===== config.mk =====
export PLATFORM = sky130hd
export DESIGN_NAME = block_cipher_128bit_enc_dec_core_flat
export DESIGN_NICKNAME = d
export VERILOG_FILES = /design/src/rtl/bc128_pkg.sv /design/src/rtl/bc128_in_if.sv /design/src/rtl/bc128_out_if.sv /design/src/rtl/bc128_ctrl.sv /design/src/rtl/bc128_dpath.sv /design/src/rtl/block_cipher_128bit_enc_dec_core.sv /design/src/flat_wrapper.sv
export SDC_FILE = /design/constraint.sdc
export NUM_CORES = 2
export LEC_CHECK = 0
export BUFFER_PORTS_ARGS = -buffer_cell sky130_fd_sc_hd__buf_2
export CAP_MARGIN = 5
export CORE_MARGIN = 4
export CORE_UTILIZATION = 57
export CTS_CLUSTER_DIAMETER = 150
export DETAILED_ROUTE_END_ITERATION = 6
export GPL_TIMING_DRIVEN = 1
export PLACE_DENSITY = 0.77
export SYNTH_ARGS = -nofsm -noshare
export SYNTH_HDL_FRONTEND = slang
export SYNTH_HIERARCHICAL = 1
export SYNTH_SLANG_ARGS = --single-unit

===== constraint.sdc =====
create_clock -name clk -period 11.86 [get_ports clk]
set_clock_uncertainty 0.2 [all_clocks]
set_input_delay 1.779 -clock clk [delete_from_list [all_inputs] [get_ports clk]]
set_output_delay 1.779 -clock clk [all_outputs]
set_load 0.005 [all_outputs]

===== src/rtl/bc128_pkg.sv =====
// Shared types, constants and round functions of the 128-bit block cipher core.
package bc128_pkg;

	// Field and register widths
	localparam int unsigned BlockW   = 128;
	localparam int unsigned HalfW    = 64;
	localparam int unsigned RowW     = 32;
	localparam int unsigned CfgIdxW  = 2;
	localparam int unsigned KeyAddrW = 4;
	localparam int unsigned StepW    = 4;

	// Round key store and schedule
	localparam int unsigned KeyRows     = 15;
	localparam int unsigned KeySteps    = 14;
	localparam int unsigned NumRoundsDef = 14;

	// Register indexes of the write port
	typedef logic [CfgIdxW-1:0] cfg_idx_t;
	localparam cfg_idx_t REG_KEY_HIGH = cfg_idx_t'(0);
	localparam cfg_idx_t REG_KEY_LOW  = cfg_idx_t'(1);

	// Circulant matrix columns
	localparam logic [RowW-1:0] MAT_ROW0  = 32'ha3861085;
	localparam logic [RowW-1:0] MAT_ROW1  = 32'h63417021;
	localparam logic [RowW-1:0] MAT_ROW2  = 32'h692cf280;
	localparam logic [RowW-1:0] MAT_ROW3  = 32'h48a54813;
	localparam logic [RowW-1:0] MAT_KEY   = 32'hb881b9ca;
	localparam logic [RowW-1:0] IMAT_ROW0 = 32'h2037a121;
	localparam logic [RowW-1:0] IMAT_ROW1 = 32'h108ff2a0;
	localparam logic [RowW-1:0] IMAT_ROW2 = 32'h9054d8c0;
	localparam logic [RowW-1:0] IMAT_ROW3 = 32'h3354b117;

	// Key schedule constants
	localparam logic [RowW-1:0] KC0 = 32'h00000080;
	localparam logic [RowW-1:0] KC1 = 32'h00006a00;
	localparam logic [RowW-1:0] KC2 = 32'h003f0000;
	localparam logic [RowW-1:0] KC3 = 32'h24000000;

	// Commands from controller to datapath
	typedef struct packed {
		logic                load;
		logic                ks_load;
		logic                ks_write;
		logic [KeyAddrW-1:0] ks_idx;
		logic                rd_en;
		logic [StepW-1:0]    rd_step;
		logic                step_en;
		logic [StepW-1:0]    step;
		logic                out_load;
		logic                out_from_step;
	} bc128_cmd_t;

	// Rotate right by a constant amount
	function automatic logic [RowW-1:0] rotr(input logic [RowW-1:0] x, input int unsigned n);
		logic [2*RowW-1:0] d;
		d = {x, x} >> n;
		return d[RowW-1:0];
	endfunction

	// Circulant GF(2) matrix with first column col, times v
	function automatic logic [RowW-1:0] circ_mul(input logic [RowW-1:0] col,
		input logic [RowW-1:0] v);
		logic [RowW-1:0] acc;
		acc = '0;
		for (int b = 0; b < RowW; b++) begin
			if (v[b])
				acc ^= rotr(col, (RowW - 1) - b);
		end
		return acc;
	endfunction

	// Bitsliced S-box across the four rows
	function automatic logic [BlockW-1:0] sbox(input logic [BlockW-1:0] x);
		logic [RowW-1:0] a0, a1, a2, a3;
		{a0, a1, a2, a3} = x;
		a0 ^= a3;
		a3 ^= a0 & a1;
		a0 ^= a1 & a2;
		a1 ^= a2 & a3;
		a2 ^= a0 & a3;
		a2 ^= a1;
		a1 ^= a0;
		a3 = ~a3;
		return {a0, a1, a3, a2};
	endfunction

	// Inverse S-box
	function automatic logic [BlockW-1:0] inv_sbox(input logic [BlockW-1:0] x);
		logic [RowW-1:0] a0, a1, a2, a3;
		{a0, a1, a3, a2} = x;
		a3 = ~a3;
		a1 ^= a0;
		a2 ^= a1;
		a2 ^= a3 & a0;
		a1 ^= a2 & a3;
		a0 ^= a1 & a2;
		a3 ^= a0 & a1;
		a0 ^= a3;
		return {a0, a1, a2, a3};
	endfunction

	function automatic logic [BlockW-1:0] mix(input logic [BlockW-1:0] x);
		return {circ_mul(MAT_ROW0, x[127:96]), circ_mul(MAT_ROW1, x[95:64]),
			circ_mul(MAT_ROW2, x[63:32]), circ_mul(MAT_ROW3, x[31:0])};
	endfunction

	function automatic logic [BlockW-1:0] inv_mix(input logic [BlockW-1:0] x);
		return {circ_mul(IMAT_ROW0, x[127:96]), circ_mul(IMAT_ROW1, x[95:64]),
			circ_mul(IMAT_ROW2, x[63:32]), circ_mul(IMAT_ROW3, x[31:0])};
	endfunction

	// One key schedule step from round key p, step number s
	function automatic logic [BlockW-1:0] ks_next(input logic [BlockW-1:0] p,
		input logic [KeyAddrW-1:0] s);
		logic [RowW-1:0] t, n0, n1, n2, n3;
		t  = p[127:96] ^ p[95:64] ^ p[63:32] ^ p[31:0];
		n0 = circ_mul(MAT_KEY, p[127:96] ^ t) ^ KC0 ^ RowW'(s);
		n1 = rotr(p[95:64] ^ t, 8) ^ KC1;
		n2 = rotr(p[63:32] ^ t, 15) ^ KC2;
		n3 = rotr(p[31:0] ^ t, 18) ^ KC3;
		return {n0, n1, n2, n3};
	endfunction

endpackage


===== src/rtl/bc128_in_if.sv =====
// Input channel: block request with direction bit.
interface bc128_in_if;
	logic        valid;
	logic        ready;
	logic [63:0] block_high;
	logic [63:0] block_low;
	logic        decrypt;

	modport source (output valid, output block_high, output block_low, output decrypt,
		input ready);
	modport sink (input valid, input block_high, input block_low, input decrypt,
		output ready);
endinterface


===== src/rtl/bc128_out_if.sv =====
// Output channel: transformed block request.
interface bc128_out_if;
	logic        valid;
	logic        ready;
	logic [63:0] result_high;
	logic [63:0] result_low;

	modport source (output valid, output result_high, output result_low, input ready);
	modport sink (input valid, input result_high, input result_low, output ready);
endinterface


===== src/rtl/bc128_ctrl.sv =====
// Controller: key schedule sequencing, round counting and output hand-off.
module bc128_ctrl #(
	parameter int unsigned NUM_ROUNDS = bc128_pkg::NumRoundsDef
) (
	input  logic                  clk,
	input  logic                  arst_n,
	input  logic                  blk_valid,
	output logic                  blk_ready,
	output logic                  res_valid,
	input  logic                  res_ready,
	input  logic                  cfg_we,
	input  bc128_pkg::cfg_idx_t   cfg_idx,
	output bc128_pkg::bc128_cmd_t cmd
);
	import bc128_pkg::*;

	typedef enum logic [2:0] {ST_IDLE, ST_KEY, ST_PREP, ST_RUN, ST_DONE} state_t;

	localparam logic [StepW-1:0]    LastStep = StepW'(NUM_ROUNDS);
	localparam logic [KeyAddrW-1:0] KsLast   = KeyAddrW'(KeySteps);

	state_t              state_q, state_d;
	logic [StepW-1:0]    step_q;
	logic [KeyAddrW-1:0] ks_cnt_q;
	logic                keys_ready_q;
	logic                res_valid_q;
	logic                accept;
	logic                out_free;
	logic                key_write;

	assign blk_ready = (state_q == ST_IDLE);
	assign res_valid = res_valid_q;
	assign accept    = blk_valid && blk_ready;
	assign out_free  = !res_valid_q || res_ready;
	assign key_write = cfg_we && (cfg_idx == REG_KEY_HIGH || cfg_idx == REG_KEY_LOW);

	// Next state and datapath commands
	always_comb begin
		state_d = state_q;
		cmd     = '0;
		cmd.ks_idx  = ks_cnt_q;
		cmd.step    = step_q;
		cmd.rd_step = step_q + StepW'(1);
		unique case (state_q)
			ST_IDLE: begin
				if (accept) begin
					cmd.load = 1'b1;
					if (keys_ready_q) begin
						cmd.rd_en   = 1'b1;
						cmd.rd_step = '0;
						state_d     = ST_RUN;
					end else begin
						cmd.ks_load = 1'b1;
						state_d     = ST_KEY;
					end
				end
			end
			ST_KEY: begin
				cmd.ks_write = 1'b1;
				if (ks_cnt_q == KsLast)
					state_d = ST_PREP;
			end
			ST_PREP: begin
				cmd.rd_en   = 1'b1;
				cmd.rd_step = '0;
				state_d     = ST_RUN;
			end
			ST_RUN: begin
				cmd.step_en = 1'b1;
				cmd.rd_en   = (step_q != LastStep);
				if (step_q == LastStep) begin
					if (out_free) begin
						cmd.out_load      = 1'b1;
						cmd.out_from_step = 1'b1;
						state_d           = ST_IDLE;
					end else begin
						state_d = ST_DONE;
					end
				end
			end
			ST_DONE: begin
				if (out_free) begin
					cmd.out_load = 1'b1;
					state_d      = ST_IDLE;
				end
			end
			default: state_d = ST_IDLE;
		endcase
	end

	// State, counters and registered status
	always_ff @(posedge clk or negedge arst_n) begin
		if (!arst_n) begin
			state_q      <= ST_IDLE;
			step_q       <= '0;
			ks_cnt_q     <= '0;
			keys_ready_q <= 1'b0;
			res_valid_q  <= 1'b0;
		end else begin
			state_q <= state_d;
			if (state_q == ST_IDLE)
				ks_cnt_q <= '0;
			else if (state_q == ST_KEY)
				ks_cnt_q <= ks_cnt_q + KeyAddrW'(1);
			if (state_q == ST_RUN)
				step_q <= step_q + StepW'(1);
			else
				step_q <= '0;
			if (key_write)
				keys_ready_q <= 1'b0;
			else if (state_q == ST_KEY && ks_cnt_q == KsLast)
				keys_ready_q <= 1'b1;
			if (cmd.out_load)
				res_valid_q <= 1'b1;
			else if (res_ready)
				res_valid_q <= 1'b0;
		end
	end

	// Round keys are in place whenever a round runs
	a_keys_in_run: assert property (@(posedge clk) disable iff (!arst_n)
		(state_q == ST_RUN || state_q == ST_PREP) |-> keys_ready_q)
		else $error("round started without expanded keys");

	// The round counter never passes the final key add
	a_step_range: assert property (@(posedge clk) disable iff (!arst_n)
		(state_q == ST_RUN) |-> (step_q <= LastStep))
		else $error("round counter out of range");

	// A finished block with a free output register is presented next cycle
	a_result_out: assert property (@(posedge clk) disable iff (!arst_n)
		(state_q == ST_RUN && step_q == LastStep && out_free) |=> res_valid_q)
		else $error("finished block not presented");

	// Expanded keys are only dropped by a key register write
	a_keys_drop: assert property (@(posedge clk) disable iff (!arst_n)
		$fell(keys_ready_q) |-> $past(key_write))
		else $error("round keys invalidated without key write");

endmodule


===== src/rtl/bc128_dpath.sv =====
// Datapath: key registers, round key store, schedule step, round unit, output register.
module bc128_dpath #(
	parameter int unsigned NUM_ROUNDS = bc128_pkg::NumRoundsDef
) (
	input  logic                            clk,
	input  logic                            arst_n,
	input  bc128_pkg::bc128_cmd_t           cmd,
	input  logic                            cfg_we,
	input  bc128_pkg::cfg_idx_t             cfg_idx,
	input  logic [bc128_pkg::HalfW-1:0]     cfg_wdata,
	input  logic [bc128_pkg::HalfW-1:0]     block_high,
	input  logic [bc128_pkg::HalfW-1:0]     block_low,
	input  logic                            decrypt,
	output logic [bc128_pkg::HalfW-1:0]     result_high,
	output logic [bc128_pkg::HalfW-1:0]     result_low
);
	import bc128_pkg::*;

	localparam logic [KeyAddrW-1:0] LastKey  = KeyAddrW'(NUM_ROUNDS);
	localparam logic [StepW-1:0]    LastStep = StepW'(NUM_ROUNDS);

	logic [HalfW-1:0]    key_high_q, key_low_q;
	logic [BlockW-1:0]   rk_mem [KeyRows];
	logic [BlockW-1:0]   rk_q;
	logic [BlockW-1:0]   ks_q;
	logic [BlockW-1:0]   x_q, x_next, x_key;
	logic [BlockW-1:0]   out_q;
	logic                dec_q;
	logic                rd_dir;
	logic [KeyAddrW-1:0] rd_addr;

	// Key registers
	always_ff @(posedge clk or negedge arst_n) begin
		if (!arst_n) begin
			key_high_q <= '0;
			key_low_q  <= '0;
		end else if (cfg_we) begin
			unique case (cfg_idx)
				REG_KEY_HIGH: key_high_q <= cfg_wdata;
				REG_KEY_LOW:  key_low_q  <= cfg_wdata;
				default: ;
			endcase
		end
	end

	// Round key read address: forward order to encrypt, backward to decrypt
	assign rd_dir  = cmd.load ? decrypt : dec_q;
	assign rd_addr = rd_dir ? (LastKey - KeyAddrW'(cmd.rd_step)) : KeyAddrW'(cmd.rd_step);

	// Round key store with one write and one registered read
	always_ff @(posedge clk) begin
		if (cmd.ks_write)
			rk_mem[cmd.ks_idx] <= ks_q;
		if (cmd.rd_en)
			rk_q <= rk_mem[rd_addr];
	end

	// Key schedule state
	always_ff @(posedge clk) begin
		if (cmd.ks_load)
			ks_q <= {key_high_q, key_low_q};
		else if (cmd.ks_write)
			ks_q <= ks_next(ks_q, cmd.ks_idx);
	end

	// Round unit
	assign x_key = x_q ^ rk_q;
	always_comb begin
		if (!dec_q)
			x_next = (cmd.step == LastStep) ? x_key : mix(sbox(x_key));
		else
			x_next = (cmd.step == '0) ? x_key : (inv_sbox(inv_mix(x_q)) ^ rk_q);
	end

	// Block state and output register
	always_ff @(posedge clk) begin
		if (cmd.load) begin
			x_q   <= {block_high, block_low};
			dec_q <= decrypt;
		end else if (cmd.step_en) begin
			x_q <= x_next;
		end
		if (cmd.out_load)
			out_q <= cmd.out_from_step ? x_next : x_q;
	end

	assign result_high = out_q[BlockW-1:HalfW];
	assign result_low  = out_q[HalfW-1:0];

endmodule


===== src/rtl/block_cipher_128bit_enc_dec_core.sv =====
// Top level: 128-bit block cipher, one round per cycle, encrypt or decrypt.
// With keys expanded, an accepted block goes straight to its rounds, then its result is presented.
// A new block is accepted only once the previous result has been loaded into the output register.
// After reset or a key write the first block waits for 15 schedule steps and then one key read.
// Reset (arst_n, asynchronous) clears control, key registers and the key-ready flag;
// the round key store itself is not cleared and is always rewritten before use.
module block_cipher_128bit_enc_dec_core #(
	parameter int unsigned NUM_ROUNDS = bc128_pkg::NumRoundsDef
) (
	input  logic                         clk,
	input  logic                         arst_n,
	bc128_in_if.sink                     blocks,
	bc128_out_if.source                  results,
	input  logic                         cfg_we,
	input  bc128_pkg::cfg_idx_t          cfg_idx,
	input  logic [bc128_pkg::HalfW-1:0]  cfg_wdata
);
	import bc128_pkg::*;

	bc128_cmd_t cmd;

	// Sequencing
	bc128_ctrl #(.NUM_ROUNDS(NUM_ROUNDS)) u_ctrl (
		.clk       (clk),
		.arst_n    (arst_n),
		.blk_valid (blocks.valid),
		.blk_ready (blocks.ready),
		.res_valid (results.valid),
		.res_ready (results.ready),
		.cfg_we    (cfg_we),
		.cfg_idx   (cfg_idx),
		.cmd       (cmd)
	);

	// Cipher datapath
	bc128_dpath #(.NUM_ROUNDS(NUM_ROUNDS)) u_dpath (
		.clk         (clk),
		.arst_n      (arst_n),
		.cmd         (cmd),
		.cfg_we      (cfg_we),
		.cfg_idx     (cfg_idx),
		.cfg_wdata   (cfg_wdata),
		.block_high  (blocks.block_high),
		.block_low   (blocks.block_low),
		.decrypt     (blocks.decrypt),
		.result_high (results.result_high),
		.result_low  (results.result_low)
	);

endmodule

===== src/flat_wrapper.sv =====
// flat-port wrapper written by rule: the top's interface ports become plain ports
module block_cipher_128bit_enc_dec_core_flat import bc128_pkg::*;
#(
	parameter int unsigned NUM_ROUNDS = bc128_pkg::NumRoundsDef
)
  (clk, arst_n, cfg_we, cfg_idx, cfg_wdata, blocks_valid, blocks_block_high, blocks_block_low, blocks_decrypt, blocks_ready, results_valid, results_result_high, results_result_low, results_ready);
  bc128_in_if blocks_i ();
  bc128_out_if results_i ();
  input  logic clk;
  input  logic arst_n;
  input  logic cfg_we;
  input  bc128_pkg::cfg_idx_t cfg_idx;
  input  logic [bc128_pkg::HalfW-1:0] cfg_wdata;
  input wire logic [$bits(blocks_i.valid)-1:0] blocks_valid;
  input wire logic [$bits(blocks_i.block_high)-1:0] blocks_block_high;
  input wire logic [$bits(blocks_i.block_low)-1:0] blocks_block_low;
  input wire logic [$bits(blocks_i.decrypt)-1:0] blocks_decrypt;
  output wire logic [$bits(blocks_i.ready)-1:0] blocks_ready;
  output wire logic [$bits(results_i.valid)-1:0] results_valid;
  output wire logic [$bits(results_i.result_high)-1:0] results_result_high;
  output wire logic [$bits(results_i.result_low)-1:0] results_result_low;
  input wire logic [$bits(results_i.ready)-1:0] results_ready;
  assign blocks_i.valid = blocks_valid;
  assign blocks_i.block_high = blocks_block_high;
  assign blocks_i.block_low = blocks_block_low;
  assign blocks_i.decrypt = blocks_decrypt;
  assign blocks_ready = blocks_i.ready;
  assign results_valid = results_i.valid;
  assign results_result_high = results_i.result_high;
  assign results_result_low = results_i.result_low;
  assign results_i.ready = results_ready;
  block_cipher_128bit_enc_dec_core #(.NUM_ROUNDS(NUM_ROUNDS)) u_core (.clk(clk), .arst_n(arst_n), .blocks(blocks_i), .results(results_i), .cfg_we(cfg_we), .cfg_idx(cfg_idx), .cfg_wdata(cfg_wdata));
endmodule

## After elaboration in Yosys (flattened, before gate mapping)

Memory sizes are Yosys's and may differ from the RTL's. A register that Yosys moved wholly into a read port is not among the register bits.
Cells that the tools add are included.

- Add/subtract/negate cells: 3
- Multiply operators: 0
- Divide/modulo/power cells: 0
- Magnitude comparators: 0
- Eq/ne operators: 12
- Shift operators: 0
- Muxes and demuxes: 644
- Bitwise operators: 317
- Reductions and logical operators: 17

Operator list:

| kind | number |
|---|---|
| 32-bit 2-to-1 mux | 427 |
| 31-bit 2-to-1 mux | 71 |
| 11-bit NOT | 155 |
| 30-bit 2-to-1 mux | 43 |
| 128-bit 2-to-1 mux | 8 |
| 15-bit NOT | 62 |
| 13-bit NOT | 62 |
| 29-bit 2-to-1 mux | 25 |
| 32-bit XOR | 21 |
| 28-bit 2-to-1 mux | 17 |
| 32-bit AND | 8 |
| 128-bit XOR | 2 |
| 27-bit 2-to-1 mux | 9 |
| 26-bit 2-to-1 mux | 7 |
| 25-bit 2-to-1 mux | 3 |
| 32-bit NOT | 2 |
| 24-bit 2-to-1 mux | 2 |
| 32-bit by 4-bit XOR with 32-bit output | 1 |
| 4-bit 2-to-1 mux | 4 |
| 3-bit 2-to-1 mux | 5 |
| 3-bit case mux with 5 select lines | 1 |
| 1-bit 2-to-1 mux | 12 |
| 2-bit 2-to-1 mux | 5 |
| 5-bit 2-to-1 mux | 2 |
| 26 further kinds | 39 |

- Register bits after elaboration: 526
- Latch bits: 0
- RAM bits: 1920
- Bits in read-only memories: 0
- Logic and storage cells: 1005
- Memories: 1

Memory list:

| name | words | width | rd ports | clocked after memory_dff | write ports | RTL line | text |
|---|---|---|---|---|---|---|---|
| u_core.u_dpath.rk_mem | 15 | 128 | 1 | 1 | 1 | bc128_dpath.sv:23 | `logic [BlockW-1:0] rk_mem [KeyRows];` |

## Logic depth before layout (Yosys ltp)

- Word-level depth: 135
- Mapped depth: 16

## Hierarchy

Netlist, hierarchy kept.

By module, submodules not included:

| module | instances | cells an instance | area an instance (um^2) |
|---|---|---|---|
| bc128_dpath | 1 | 8875 | 130777.9 |
| bc128_ctrl | 1 | 72 | 700.7 |

## Worst setup path before layout

Ideal clock, no wire load.

- Path kind: register to register
- Start point: register u_core.u_ctrl.state_q[1]
- End point: memory u_core.u_dpath.rk_mem[0][0], enable pin
- Library setup time: 772 ps
- Arrival time: 10109 ps
- Path slack: 779 ps
- Cell stages (with the launch flop): 6
- Path buffers: 1
- Cells stage by stage: dfrtp_1 > buf_6 > or3b_4 > clkinv_4 > or3b_2 > nor3_1

RTL lines:

| element | RTL line | text |
|---|---|---|
| start, declared | bc128_ctrl.sv:22 | `state_t state_q, state_d;` |
| start signal, assigned | bc128_ctrl.sv:100 | `state_q <= state_d;` |
| end, declared | bc128_dpath.sv:23 |  |

==> flow_summary.toml <==
[outcome]
status = "complete, no violations"

[synthesis]
syn_nets = 9152
synth.area.top_cells = "edfxtp_1 (56%), xnor2_1 (10%), mux4_2 (6.6%)"
syn_avg_cell_area_um2 = 14.7
syn_inst = 8947
ys_ff_latch = 2574
synth_seq_area_share = 0.582
synth_area_um2 = 131000
post-synth-top-area-cell = "edfxtp_1"
yosys_most_used_dff = "edfxtp_1"
synth_common_cells = "edfxtp_1 (2432), xnor2_1 (1547), nor2_1 (543)"
post_synth_num_cell_types = 105
async_reset_ff_frac = 0.0548
yosysTopAreaCellShare = 0.555
synth_warnings = 6
synth-edff-count = 2432
synth_most_common_cell = "edfxtp_1"

[die]
fp.dieArea_um2 = 238000
start_util = 0.572
io_pins = 330
die_h_um = 488
core_um2 = 230000
die_x_um = 488
row_count = 176

[timing]
period_share = 0.565
relSlewSlack = 0.109
hold_viol = 0
min_period_ps = 6700
maxSlewViolCount = 0
tightestPinTransition_ps = 1300
setup_viol = 0
setup-tns-final_ps = 0
grt_setup_unrepaired = "false"
max_freq_ghz = 0.149

[clock_network]
post_cts_buffers = 0
clk_pin_slew_ps = 60
hold_buffers = 0
cts_root_buffer = "clkbuf_16"
cts_tree = "built"
clock-sinks = 2574
cts_buffer_depth = 4
cts-buffers-inserted = 278
worstSkewPairLatency_ps = 960
cts-resized-gates = 0
htreeDepth = 5

[place]
hpwl_um = 347000
place_area_um2 = 137000
gp_congestion = 1.07
port_buffers = 329

[run]
cap_violations = 0

[setup_path]
start_kind = "input port"
worstPathMaxFanout = 123
worst-setup-path-type = "input port to flip-flop"
rrSetupSlack_ps = 5740
required_ps = 12320
end_kind = "flip-flop"
crit_arrival_ps = 7160

[routing]
viasPerCell = 6.56
drtIter0Drc = 11286
drt-total-wl_um = 497000
postRouteAntennaNets = 0
vias = 82242
drt_first_pass_iters = 6
drc = 0
wl_per_cell_um = 39.6

[layout]
fillers = 16046
multi_input_area_um2 = 52900
areaGrowthSynthToFinish_pct = 10.9
final_area_um2 = 146000
seqCellArea_um2 = 76600
nets = 9513
drive_gt1_frac = 0.193

[global_route]
antenna_found_initial = 17
grt_usage = 0.414
grt_first_pass_wirelength_um = 671000
gr-total-overflow = 0
grt_pass1_vias = 79187
grt_max_degree = 185

[worst_hold_path]
holdCritPathClass = "flip-flop to flip-flop"
## area by class of cell
class                      instances  area share
antenna                           14    0.000240
clock buffer                     345      0.0510
clock inverter                   129     0.00837
inverter                          26    0.000721
multi-input combinational       5838       0.363
sequential                      2574       0.525
tap                             3026      0.0260
timing repair buffer             590      0.0258
## critical path, cell delays in order
cell and delay, ps:
buf_2 160, a21oi_1 290, nor3_1 190, nor2_4 160, buf_12 720, buf_12 490
buf_4 920, buf_4 890, mux4_2 610, a211oi_1 350, a21oi_1 100
## routing by layer
layer,wire length (um),track usage
met4,40600,0.268
met1,173000,0.518
met2,230000,0.653
met5,46,0
met3,52900,0.0979
## sequential cells by signal, indices dropped and copies added (netlist names)
register                    flops
u_core/u_ctrl/keys_ready_q      1
u_core/u_ctrl/ks_cnt_q          4
u_core/u_ctrl/res_valid         1
u_core/u_ctrl/state_q           3
u_core/u_ctrl/step_q            4
u_core/u_dpath/dec_q            1
u_core/u_dpath/key_high_q      64
u_core/u_dpath/key_low_q       64
u_core/u_dpath/ks_q           128
u_core/u_dpath/out_q          128
u_core/u_dpath/rk_mem        1920
u_core/u_dpath/rk_q           128
u_core/u_dpath/x_q            128
## cell families after synthesis
group | share of synthesized area
AO/OA/AOI/OAI | 0.0577
AND/OR/NAND/NOR | 0.0357
buffers and inverters | 0.0180
XOR/XNOR | 0.188
multiplexers | 0.116
flip-flops | 0.582
adder cells (fa/ha/maj) | 0.00193
## layout by cell type (no fill, tap or decap), drive strengths merged, types with 12 or more instances in the layout
cell type | synthesis | final
a211oi | 162 | 162
a21oi | 443 | 443
a221oi | 22 | 22
a31oi | 44 | 44
and3 | 15 | 15
buf | 164 | 590
bufinv | 0 | 20
clkbuf | 345 | 345
clkinv | 1 | 91
dfrtp | 141 | 141
diode | 0 | 14
edfxtp | 2432 | 2432
inv | 25 | 34
maj3 | 19 | 19
mux2 | 231 | 231
mux2i | 388 | 388
mux4 | 384 | 384
nand2 | 451 | 451
nand2b | 19 | 19
nor2 | 545 | 545
nor3 | 38 | 38
o211ai | 20 | 20
o21ai | 442 | 442
o22ai | 21 | 21
o31ai | 12 | 12
xnor2 | 1625 | 1625
xnor3 | 186 | 186
xor2 | 568 | 568
xor3 | 19 | 19
## per-stage QoR
step / hold slack, ps / std cells / utilization / worst slack, ps
global route: 319 / 12538 / 0.635 / 4600
detailed placement: 294 / 12053 / 0.597 / 4200
floorplan: 275 / 8947 / - / 779
CTS: 307 / 12527 / 0.635 / 5120
finish: 308 / 12542 / 0.635 / 5160
global placement: 288 / 12053 / 0.597 / 4380
## worst paths after layout
path / from / to / cells past startpoint
hold / removal: u_core/u_dpath/key_low_q[7] / u_core/u_dpath/key_low_q[7] / 1
hold reg to reg: u_core/u_dpath/key_low_q[7] / u_core/u_dpath/key_low_q[7] / 1
max in group asynchronous: arst_n / u_core/u_dpath/key_high_q[60] / 2
setup reg to reg: u_core/u_ctrl/state_q[1] / u_core/u_dpath/rk_q[77] / 10
min in group asynchronous: arst_n / u_core/u_dpath/key_low_q[56] / 1
setup / recovery: blocks_valid / u_core/u_dpath/rk_q[77] / 11
Power is left out: the tool's default activity adds up to more than one toggle a clock period on the data nets, which glitch-free logic cannot reach.
